`src/tcg_pkg.sv`:
```
package tcg_pkg;

  localparam int TEXT_COLUMNS_DEF = 80;
  localparam int TEXT_ROWS_DEF    = 48;
  localparam int GLYPH_LINES_DEF  = 16;

  localparam int FONT_CHARS  = 128;
  localparam int FONT_LINES  = 16;
  localparam int FONT_DEPTH  = FONT_CHARS * FONT_LINES;
  localparam int FONT_ADDR_W = $clog2(FONT_DEPTH);
  localparam int CODE_W      = $clog2(FONT_CHARS);
  localparam int LINE_W      = $clog2(FONT_LINES);

  localparam int COL_W   = 7;
  localparam int ROW_W   = 6;
  localparam int COLOR_W = 24;
  localparam int CFG_INDEX_W = 2;

  localparam logic [1:0] KIND_LOAD = 2'd0;
  localparam logic [1:0] KIND_TEXT = 2'd1;
  localparam logic [1:0] KIND_EOL  = 2'd2;
  localparam logic [1:0] KIND_SOF  = 2'd3;

  localparam logic [CFG_INDEX_W-1:0] REG_TEXT_COLOR  = 2'd0;
  localparam logic [CFG_INDEX_W-1:0] REG_BLOCK_COLOR = 2'd1;

  localparam logic [COLOR_W-1:0] TEXT_COLOR_RST  = 24'hFFFFFF;
  localparam logic [COLOR_W-1:0] BLOCK_COLOR_RST = 24'h808080;

  // UTF-8 lead byte patterns.
  localparam logic [7:0] LEAD2_MASK = 8'hE0;
  localparam logic [7:0] LEAD2_VAL  = 8'hC0;
  localparam logic [7:0] LEAD3_MASK = 8'hF0;
  localparam logic [7:0] LEAD3_VAL  = 8'hE0;
  localparam logic [7:0] LEAD4_MASK = 8'hF8;
  localparam logic [7:0] LEAD4_VAL  = 8'hF0;

  localparam logic [7:0] PRINT_LO   = 8'd32;
  localparam logic [7:0] PRINT_HI   = 8'd126;
  localparam logic [7:0] SOLID_MASK = 8'd255;

  typedef struct packed {
    logic                   we;
    logic                   re;
    logic [FONT_ADDR_W-1:0] addr;
    logic [7:0]             wdata;
  } font_req_t;

endpackage

```
`src/tcg_if.sv`:
```
interface tcg_in_if;
  logic       valid;
  logic       ready;
  logic [1:0] kind;
  logic [7:0] value;
  logic [3:0] load_line;
  logic [7:0] load_bits;

  modport source (output valid, kind, value, load_line, load_bits, input ready);
  modport sink (input valid, kind, value, load_line, load_bits, output ready);
endinterface

interface tcg_out_if;
  logic       valid;
  logic       ready;
  logic [6:0] cell_column;
  logic [5:0] text_row;
  logic [3:0] glyph_line;
  logic [7:0] pixel_mask;
  logic [7:0] red;
  logic [7:0] green;
  logic [7:0] blue;
  logic       last;

  modport source (output valid, cell_column, text_row, glyph_line, pixel_mask, red, green,
                  blue, last, input ready);
  modport sink (input valid, cell_column, text_row, glyph_line, pixel_mask, red, green,
                blue, last, output ready);
endinterface


```
`src/tcg_seq.sv`:
```
module tcg_seq #(
  parameter int TEXT_COLUMNS = tcg_pkg::TEXT_COLUMNS_DEF,
  parameter int TEXT_ROWS    = tcg_pkg::TEXT_ROWS_DEF,
  parameter int GLYPH_LINES  = tcg_pkg::GLYPH_LINES_DEF
) (
  input  logic                         clk,
  input  logic                         rst,
  tcg_in_if.sink                       item,
  tcg_out_if.source                    result,
  input  logic [tcg_pkg::COLOR_W-1:0]  text_color,
  input  logic [tcg_pkg::COLOR_W-1:0]  block_color,
  input  logic                         clr_busy,
  input  logic [7:0]                   rd_data,
  output tcg_pkg::font_req_t           req
);
  import tcg_pkg::*;

  localparam logic [COL_W-1:0]  COLS_V    = COL_W'(TEXT_COLUMNS);
  localparam logic [ROW_W-1:0]  ROWS_V    = ROW_W'(TEXT_ROWS);
  localparam logic [LINE_W-1:0] LAST_LINE = LINE_W'(GLYPH_LINES - 1);

  logic [COL_W-1:0]   cur_col;
  logic [ROW_W-1:0]   cur_row;
  logic [1:0]         skip;
  logic               active;
  logic [LINE_W-1:0]  issue_line;
  logic [COL_W-1:0]   cell_col;
  logic [ROW_W-1:0]   cell_row;
  logic [CODE_W-1:0]  code;
  logic               solid;
  logic [COLOR_W-1:0] color;
  logic               p_valid;
  logic [LINE_W-1:0]  p_line;

  logic       acc;
  logic       in_frame;
  logic       is_print;
  logic [1:0] lead_skip;
  logic       load_out;
  logic       issue;

  assign item.ready = !clr_busy && !active && !p_valid;
  assign acc        = item.valid && item.ready;

  assign in_frame = (cur_row < ROWS_V) && (cur_col < COLS_V);
  assign is_print = (item.value >= PRINT_LO) && (item.value <= PRINT_HI);

  always_comb begin
    if ((item.value & LEAD2_MASK) == LEAD2_VAL) begin
      lead_skip = 2'd1;
    end else if ((item.value & LEAD3_MASK) == LEAD3_VAL) begin
      lead_skip = 2'd2;
    end else if ((item.value & LEAD4_MASK) == LEAD4_VAL) begin
      lead_skip = 2'd3;
    end else begin
      lead_skip = 2'd0;
    end
  end

  // The read data register acts as a stage between issue and the output register.
  assign load_out = p_valid && (!result.valid || result.ready);
  assign issue    = active && (!p_valid || load_out);

  always_comb begin
    req.we    = acc && (item.kind == KIND_LOAD) && !item.value[7];
    req.re    = issue;
    req.wdata = item.load_bits;
    if (issue) begin
      req.addr = {code, issue_line};
    end else begin
      req.addr = {item.value[CODE_W-1:0], item.load_line};
    end
  end

  always_ff @(posedge clk) begin
    if (rst) begin
      cur_col    <= '0;
      cur_row    <= '0;
      skip       <= '0;
      active     <= 1'b0;
      issue_line <= '0;
    end else if (acc) begin
      case (item.kind)
        KIND_EOL: begin
          cur_col <= '0;
          skip    <= '0;
          if (cur_row < ROWS_V) begin
            cur_row <= cur_row + 1'b1;
          end
        end
        KIND_SOF: begin
          cur_col <= '0;
          cur_row <= '0;
          skip    <= '0;
        end
        KIND_TEXT: begin
          if (in_frame) begin
            if (skip != 2'd0) begin
              skip <= skip - 1'b1;
            end else begin
              cur_col    <= cur_col + 1'b1;
              cell_col   <= cur_col;
              cell_row   <= cur_row;
              code       <= item.value[CODE_W-1:0];
              issue_line <= '0;
              if (item.value[7]) begin
                active <= 1'b1;
                solid  <= 1'b1;
                color  <= block_color;
                skip   <= lead_skip;
              end else if (is_print) begin
                active <= 1'b1;
                solid  <= 1'b0;
                color  <= text_color;
              end
            end
          end
        end
        default: begin
        end
      endcase
    end else if (issue) begin
      if (issue_line == LAST_LINE) begin
        active <= 1'b0;
      end else begin
        issue_line <= issue_line + 1'b1;
      end
    end
  end

  always_ff @(posedge clk) begin
    if (rst) begin
      p_valid <= 1'b0;
    end else if (issue) begin
      p_valid <= 1'b1;
      p_line  <= issue_line;
    end else if (load_out) begin
      p_valid <= 1'b0;
    end
  end

  always_ff @(posedge clk) begin
    if (rst) begin
      result.valid <= 1'b0;
    end else if (load_out) begin
      result.valid       <= 1'b1;
      result.cell_column <= cell_col;
      result.text_row    <= cell_row;
      result.glyph_line  <= p_line;
      result.pixel_mask  <= solid ? SOLID_MASK : rd_data;
      result.red         <= color[23:16];
      result.green       <= color[15:8];
      result.blue        <= color[7:0];
      result.last        <= (p_line == LAST_LINE);
    end else if (result.ready) begin
      result.valid <= 1'b0;
    end
  end

endmodule
```
`src/flat_wrapper.sv`:
```
// flat-port wrapper written by rule: the top's interface ports become plain ports
module tcg_seq_flat import tcg_pkg::*;
#(
  parameter int TEXT_COLUMNS = tcg_pkg::TEXT_COLUMNS_DEF,
  parameter int TEXT_ROWS    = tcg_pkg::TEXT_ROWS_DEF,
  parameter int GLYPH_LINES  = tcg_pkg::GLYPH_LINES_DEF
)
  (clk, rst, text_color, block_color, clr_busy, rd_data, req, item_valid, item_kind, item_value, item_load_line, item_load_bits, item_ready, result_valid, result_cell_column, result_text_row, result_glyph_line, result_pixel_mask, result_red, result_green, result_blue, result_last, result_ready);
  tcg_in_if item_i ();
  tcg_out_if result_i ();
  input  logic clk;
  input  logic rst;
  input  logic [tcg_pkg::COLOR_W-1:0] text_color;
  input  logic [tcg_pkg::COLOR_W-1:0] block_color;
  input  logic clr_busy;
  input  logic [7:0] rd_data;
  output tcg_pkg::font_req_t req;
  input wire logic [$bits(item_i.valid)-1:0] item_valid;
  input wire logic [$bits(item_i.kind)-1:0] item_kind;
  input wire logic [$bits(item_i.value)-1:0] item_value;
  input wire logic [$bits(item_i.load_line)-1:0] item_load_line;
  input wire logic [$bits(item_i.load_bits)-1:0] item_load_bits;
  output wire logic [$bits(item_i.ready)-1:0] item_ready;
  output wire logic [$bits(result_i.valid)-1:0] result_valid;
  output wire logic [$bits(result_i.cell_column)-1:0] result_cell_column;
  output wire logic [$bits(result_i.text_row)-1:0] result_text_row;
  output wire logic [$bits(result_i.glyph_line)-1:0] result_glyph_line;
  output wire logic [$bits(result_i.pixel_mask)-1:0] result_pixel_mask;
  output wire logic [$bits(result_i.red)-1:0] result_red;
  output wire logic [$bits(result_i.green)-1:0] result_green;
  output wire logic [$bits(result_i.blue)-1:0] result_blue;
  output wire logic [$bits(result_i.last)-1:0] result_last;
  input wire logic [$bits(result_i.ready)-1:0] result_ready;
  assign item_i.valid = item_valid;
  assign item_i.kind = item_kind;
  assign item_i.value = item_value;
  assign item_i.load_line = item_load_line;
  assign item_i.load_bits = item_load_bits;
  assign item_ready = item_i.ready;
  assign result_valid = result_i.valid;
  assign result_cell_column = result_i.cell_column;
  assign result_text_row = result_i.text_row;
  assign result_glyph_line = result_i.glyph_line;
  assign result_pixel_mask = result_i.pixel_mask;
  assign result_red = result_i.red;
  assign result_green = result_i.green;
  assign result_blue = result_i.blue;
  assign result_last = result_i.last;
  assign result_i.ready = result_ready;
  tcg_seq #(.TEXT_COLUMNS(TEXT_COLUMNS), .TEXT_ROWS(TEXT_ROWS), .GLYPH_LINES(GLYPH_LINES)) u_core (.clk(clk), .rst(rst), .item(item_i), .result(result_i), .text_color(text_color), .block_color(block_color), .clr_busy(clr_busy), .rd_data(rd_data), .req(req));
endmodule
```
`config.mk`:
```
export PLATFORM = sky130hd
export DESIGN_NAME = tcg_seq_flat
export DESIGN_NICKNAME = d
export VERILOG_FILES = /design/src/tcg_pkg.sv /design/src/tcg_if.sv /design/src/tcg_seq.sv /design/src/flat_wrapper.sv
export SDC_FILE = /design/constraint.sdc
export NUM_CORES = 1
export LEC_CHECK = 0
export ABC_AREA = 1
export BUFFER_PORTS_ARGS = -buffer_cell sky130_fd_sc_hd__buf_2
export CAP_MARGIN = 30
export CORE_MARGIN = 1
export CORE_UTILIZATION = 40
export DETAILED_ROUTE_END_ITERATION = 7
export HOLD_SLACK_MARGIN = 0.03
export PLACE_DENSITY = 0.75
export SLEW_MARGIN = 15
export SYNTH_ARGS = -nofsm -noshare
export SYNTH_HDL_FRONTEND = slang
export SYNTH_SLANG_ARGS = --single-unit
```
`constraint.sdc`:
```
create_clock -name clk -period 4.8 [get_ports clk]
set_clock_uncertainty 0.1 [all_clocks]
set_input_delay 0.96 -clock clk [delete_from_list [all_inputs] [get_ports clk]]
set_output_delay 0.96 -clock clk [all_outputs]
set_load 0.01 [all_outputs]
```
==> out/metrics.cfg <==
[yosys]
ys_types = 32
yosysWarningCount = 0
synth_area_um2 = 4910
synth_fa_ha_area_share_pct = 0.765
synth_compound_area_share_pct = 4.33
yosys.area.top_type = edfxtp_1
synth-simple-area-share_pct = 19.6
yosys.area_share.xor_xnor_pct = 0.535
synth_flop_cell = edfxtp_1
synthMuxAreaShare_pct = 0
synth-edff-count = 99
synth_top_family_by_area = simple AND/OR/NAND/NOR gates
synthTopCellsByArea = edfxtp_1, nand2_1, dfxtp_1, inv_1, nor2_1
avgSynthCellArea_um2 = 11.2
ys_async_sr_fraction_pct = 0
synth.net_count = 524
ys_ff_latch = 121
seq_area_frac_synth_pct = 69.5
synth_top_cell_area_share_pct = 60.6
synthCells = 438

[timing]
setup_tns_ns = 0
hold_viol = 0
finalCriticalPeriod_ns = 3.62
slew_headroom_pct = 52.5
worstMarginPinSlew_ns = 0.711
slew_violations = 0
fmax_mhz = 277
fin_crit_sh_pct = 75.3
rsz0062_at_grt = false
finalSetupViolCount = 0

[routing]
ant_nets = 0
post_drt_wl_per_cell_um = 13.9
vias_per_cell = 4.75
drt_iter0_markers = 201
drc_errors = 0
first_pass_iters = 4
routed_wl_mm = 10.3
dr_total_vias = 3518

[layout]
area_delta_synth_final_pct = 28.4
final_nets = 666
seq_area_um2 = 3410
multi_input_area_um2 = 1250
antenna_cells = 0
layout_commonest_cell = nand2_1
fin_util_pct = 52.5
layout-drive-gt1-share_pct = 34.7
most-common-layout-cells = nand2_1, buf_2, edfxtp_1
nFillCells = 1017

[pwr]
sw_frac_of_total_pct = 20.3
switchingPower_uw = 514
p_int_uw = 2010
power_frac_comb_pct = 4.8
p_clk_share_pct = 49.9
leakage_uw = 0.00269
pwr-share-seq_pct = 45.2
vdd_ir_drop_max_mv = 0.219
powerDensity_nw_per_um2 = 401

[clock_network]
post-cts-setup-buffer-count = 0
cts_resized = 0
htree_levels = 4
cts_root_buffer = clkbuf_16
cts_buffer_depth = 2
cts_tree = built
clkLatencyLatePin_ns = 0.40
cts_sinks = 121
cts_made_buffers = 17
hold_buffers = 0
cts.reportedPaths.clkPinSlew_ns = 0.05

[worst_setup_path]
reg2reg_slack_ns = 2.74
ff2ff_path_depth = 6
worstPathRequired_ns = 3.74
startpoint = result_ready
r2r_start = u_core.p_valid$_SDFFE_PP0P_
r2r_end = u_core.color[18]$_DFFE_PP_
worstSetupPathType = in -> out
endpoint_kind = output port
crit_path_max_fanout = 15
crit_path_start_kind = input pin
crit_arrival_ns = 2.56

[grt]
grt_use_total_pct = 16.6
grt_overflow = 0
grt_pass1_wl_mm = 15.7
antenna_found_initial = 0
grt_max_degree = 30
grt_pass1_vias = 3421

[job]
drv_cap = 0

[place]
finalWeightedCongestion = 0.811
dp_hpwl_mm = 7.30
port_buffers = 139

[floorplanning]
ioPinCount = 156
row_count = 40
core_area_um2 = 12000
die_y_um = 113
die_x_um = 113
initial_core_util_pct = 40.9
dieArea_um2 = 12700

[run_status]
status = completed

[worst_hold_path]
holdPathEnd = u_core.result.cell_column[4]$_DFFE_PP_
hold_path_startpoint = u_core.cell_col[4]$_DFFE_PP_
hold_path_depth = 0
hold_path.class = reg -> reg

-- flip-flops by register name, summed over array words and instances, names as in the netlist --
name / count
u_core.active: 1
u_core.p_valid: 1
u_core.cur_col: 7
u_core.issue_line: 4
u_core.cur_row: 6
u_core.result.pixel_mask: 8
u_core.result.valid: 1
u_core.result.green: 8
u_core.result.cell_column: 7
u_core.cell_col: 7
u_core.result.glyph_line: 4
u_core.result.last: 1
u_core.code: 7
u_core.cell_row: 6
u_core.color: 24
u_core.result.text_row: 6
u_core.skip: 2
u_core.solid: 1
u_core.p_line: 4
u_core.result.blue: 8
u_core.result.red: 8
-- how the worst max path moves through the flow --
| stage | endpoint | slack [ns] | depth (start not counted) |
|---|---|---|---|
| detailed placement | req[17] | 1.18 | 8 |
| global placement | req[16] | 1.30 | 8 |
| floorplan | u_core.result.blue[0]$_DFFE_PP_ | 0.81 | 4 |
| global route | req[17] | 0.99 | 8 |
| CTS | req[17] | 1.17 | 8 |
| finish | req[17] | 1.18 | 8 |
-- logic make-up (layout without fill, tap and decap cells) --
kind of cell | count (synthesis) | after routing
and+or+nand+nor | 221 | 221
DFF | 121 | 121
buffers and inverters | 54 | 209
AOI/OAI and AO/OA | 36 | 36
adders and majority gates | 3 | 3
xor gates and xnor gates | 3 | 3
-- critical path, stage by stage --
cell,delay (ns)
buf_2,0.10
nor2_1,0.24
nand2_1,0.11
nand2_1,0.40
inv_1,0.33
nand2_1,0.18
o21ai_2,0.07
buf_2,0.15
-- through the flow --
| step | setup WS (ns) | cells | hold slack [ns] | power, uW | cell area, um2 |
|---|---|---|---|---|---|
| global route | 0.993 | 740 | 0.320 | 2620 | 6300 |
| finish | 1.18 | 740 | 0.314 | 2530 | 6300 |
| CTS | 1.17 | 740 | 0.316 | 2550 | 6300 |
| global placement | 1.30 | 708 | 0.301 | 1280 | 5710 |
| floorplan | 0.807 | 438 | 0.300 | 1240 | 4910 |
| detailed placement | 1.18 | 708 | 0.305 | 1290 | 5710 |
-- power by group through the flow --
| stage | clock, uW | combinational (uW) | sequential (uW) |
|---|---|---|---|
| 5_1_grt | 1340 | 137 | 1140 |
| 3_3_place_gp | 0 | 117 | 1160 |
| 4_1_cts | 1290 | 123 | 1140 |
| 6_report | 1260 | 123 | 1140 |
| 3_5_place_dp | 0 | 123 | 1160 |
| 2_1_floorplan | 0 | 72.9 | 1160 |
-- area by class of cell --
class                      count  area share (%)
clock buffer                  20            7.09
clock inverter                12            2.40
inverter                      35            2.16
multi-input combinational    263            19.9
sequential                   121            54.1
tap                          147            2.92
timing repair buffer         142            11.4
-- metal layers --
layer  GRT usage, %  share of wire [%]
met5              0                  0
met4           8.44                2.1
met1           18.9                 42
met2           28.5                 50
met3           4.61                5.5
-- synth_stat cells, types with 2 or more instances --
cell,number
nand2_4,3
nand2_1,152
nor2_2,2
or2_2,9
clkbuf_1,5
nand3_1,13
o21ai_2,3
o21ai_0,10
nand4_1,3
inv_2,2
buf_4,10
a21oi_2,5
dfxtp_1,22
inv_1,32
xnor2_1,2
buf_2,2
a21oi_1,16
nand3_2,4
nor2_1,30
edfxtp_1,99
ha_1,3
No activity file was read; power rests on OpenSTA's default activity.
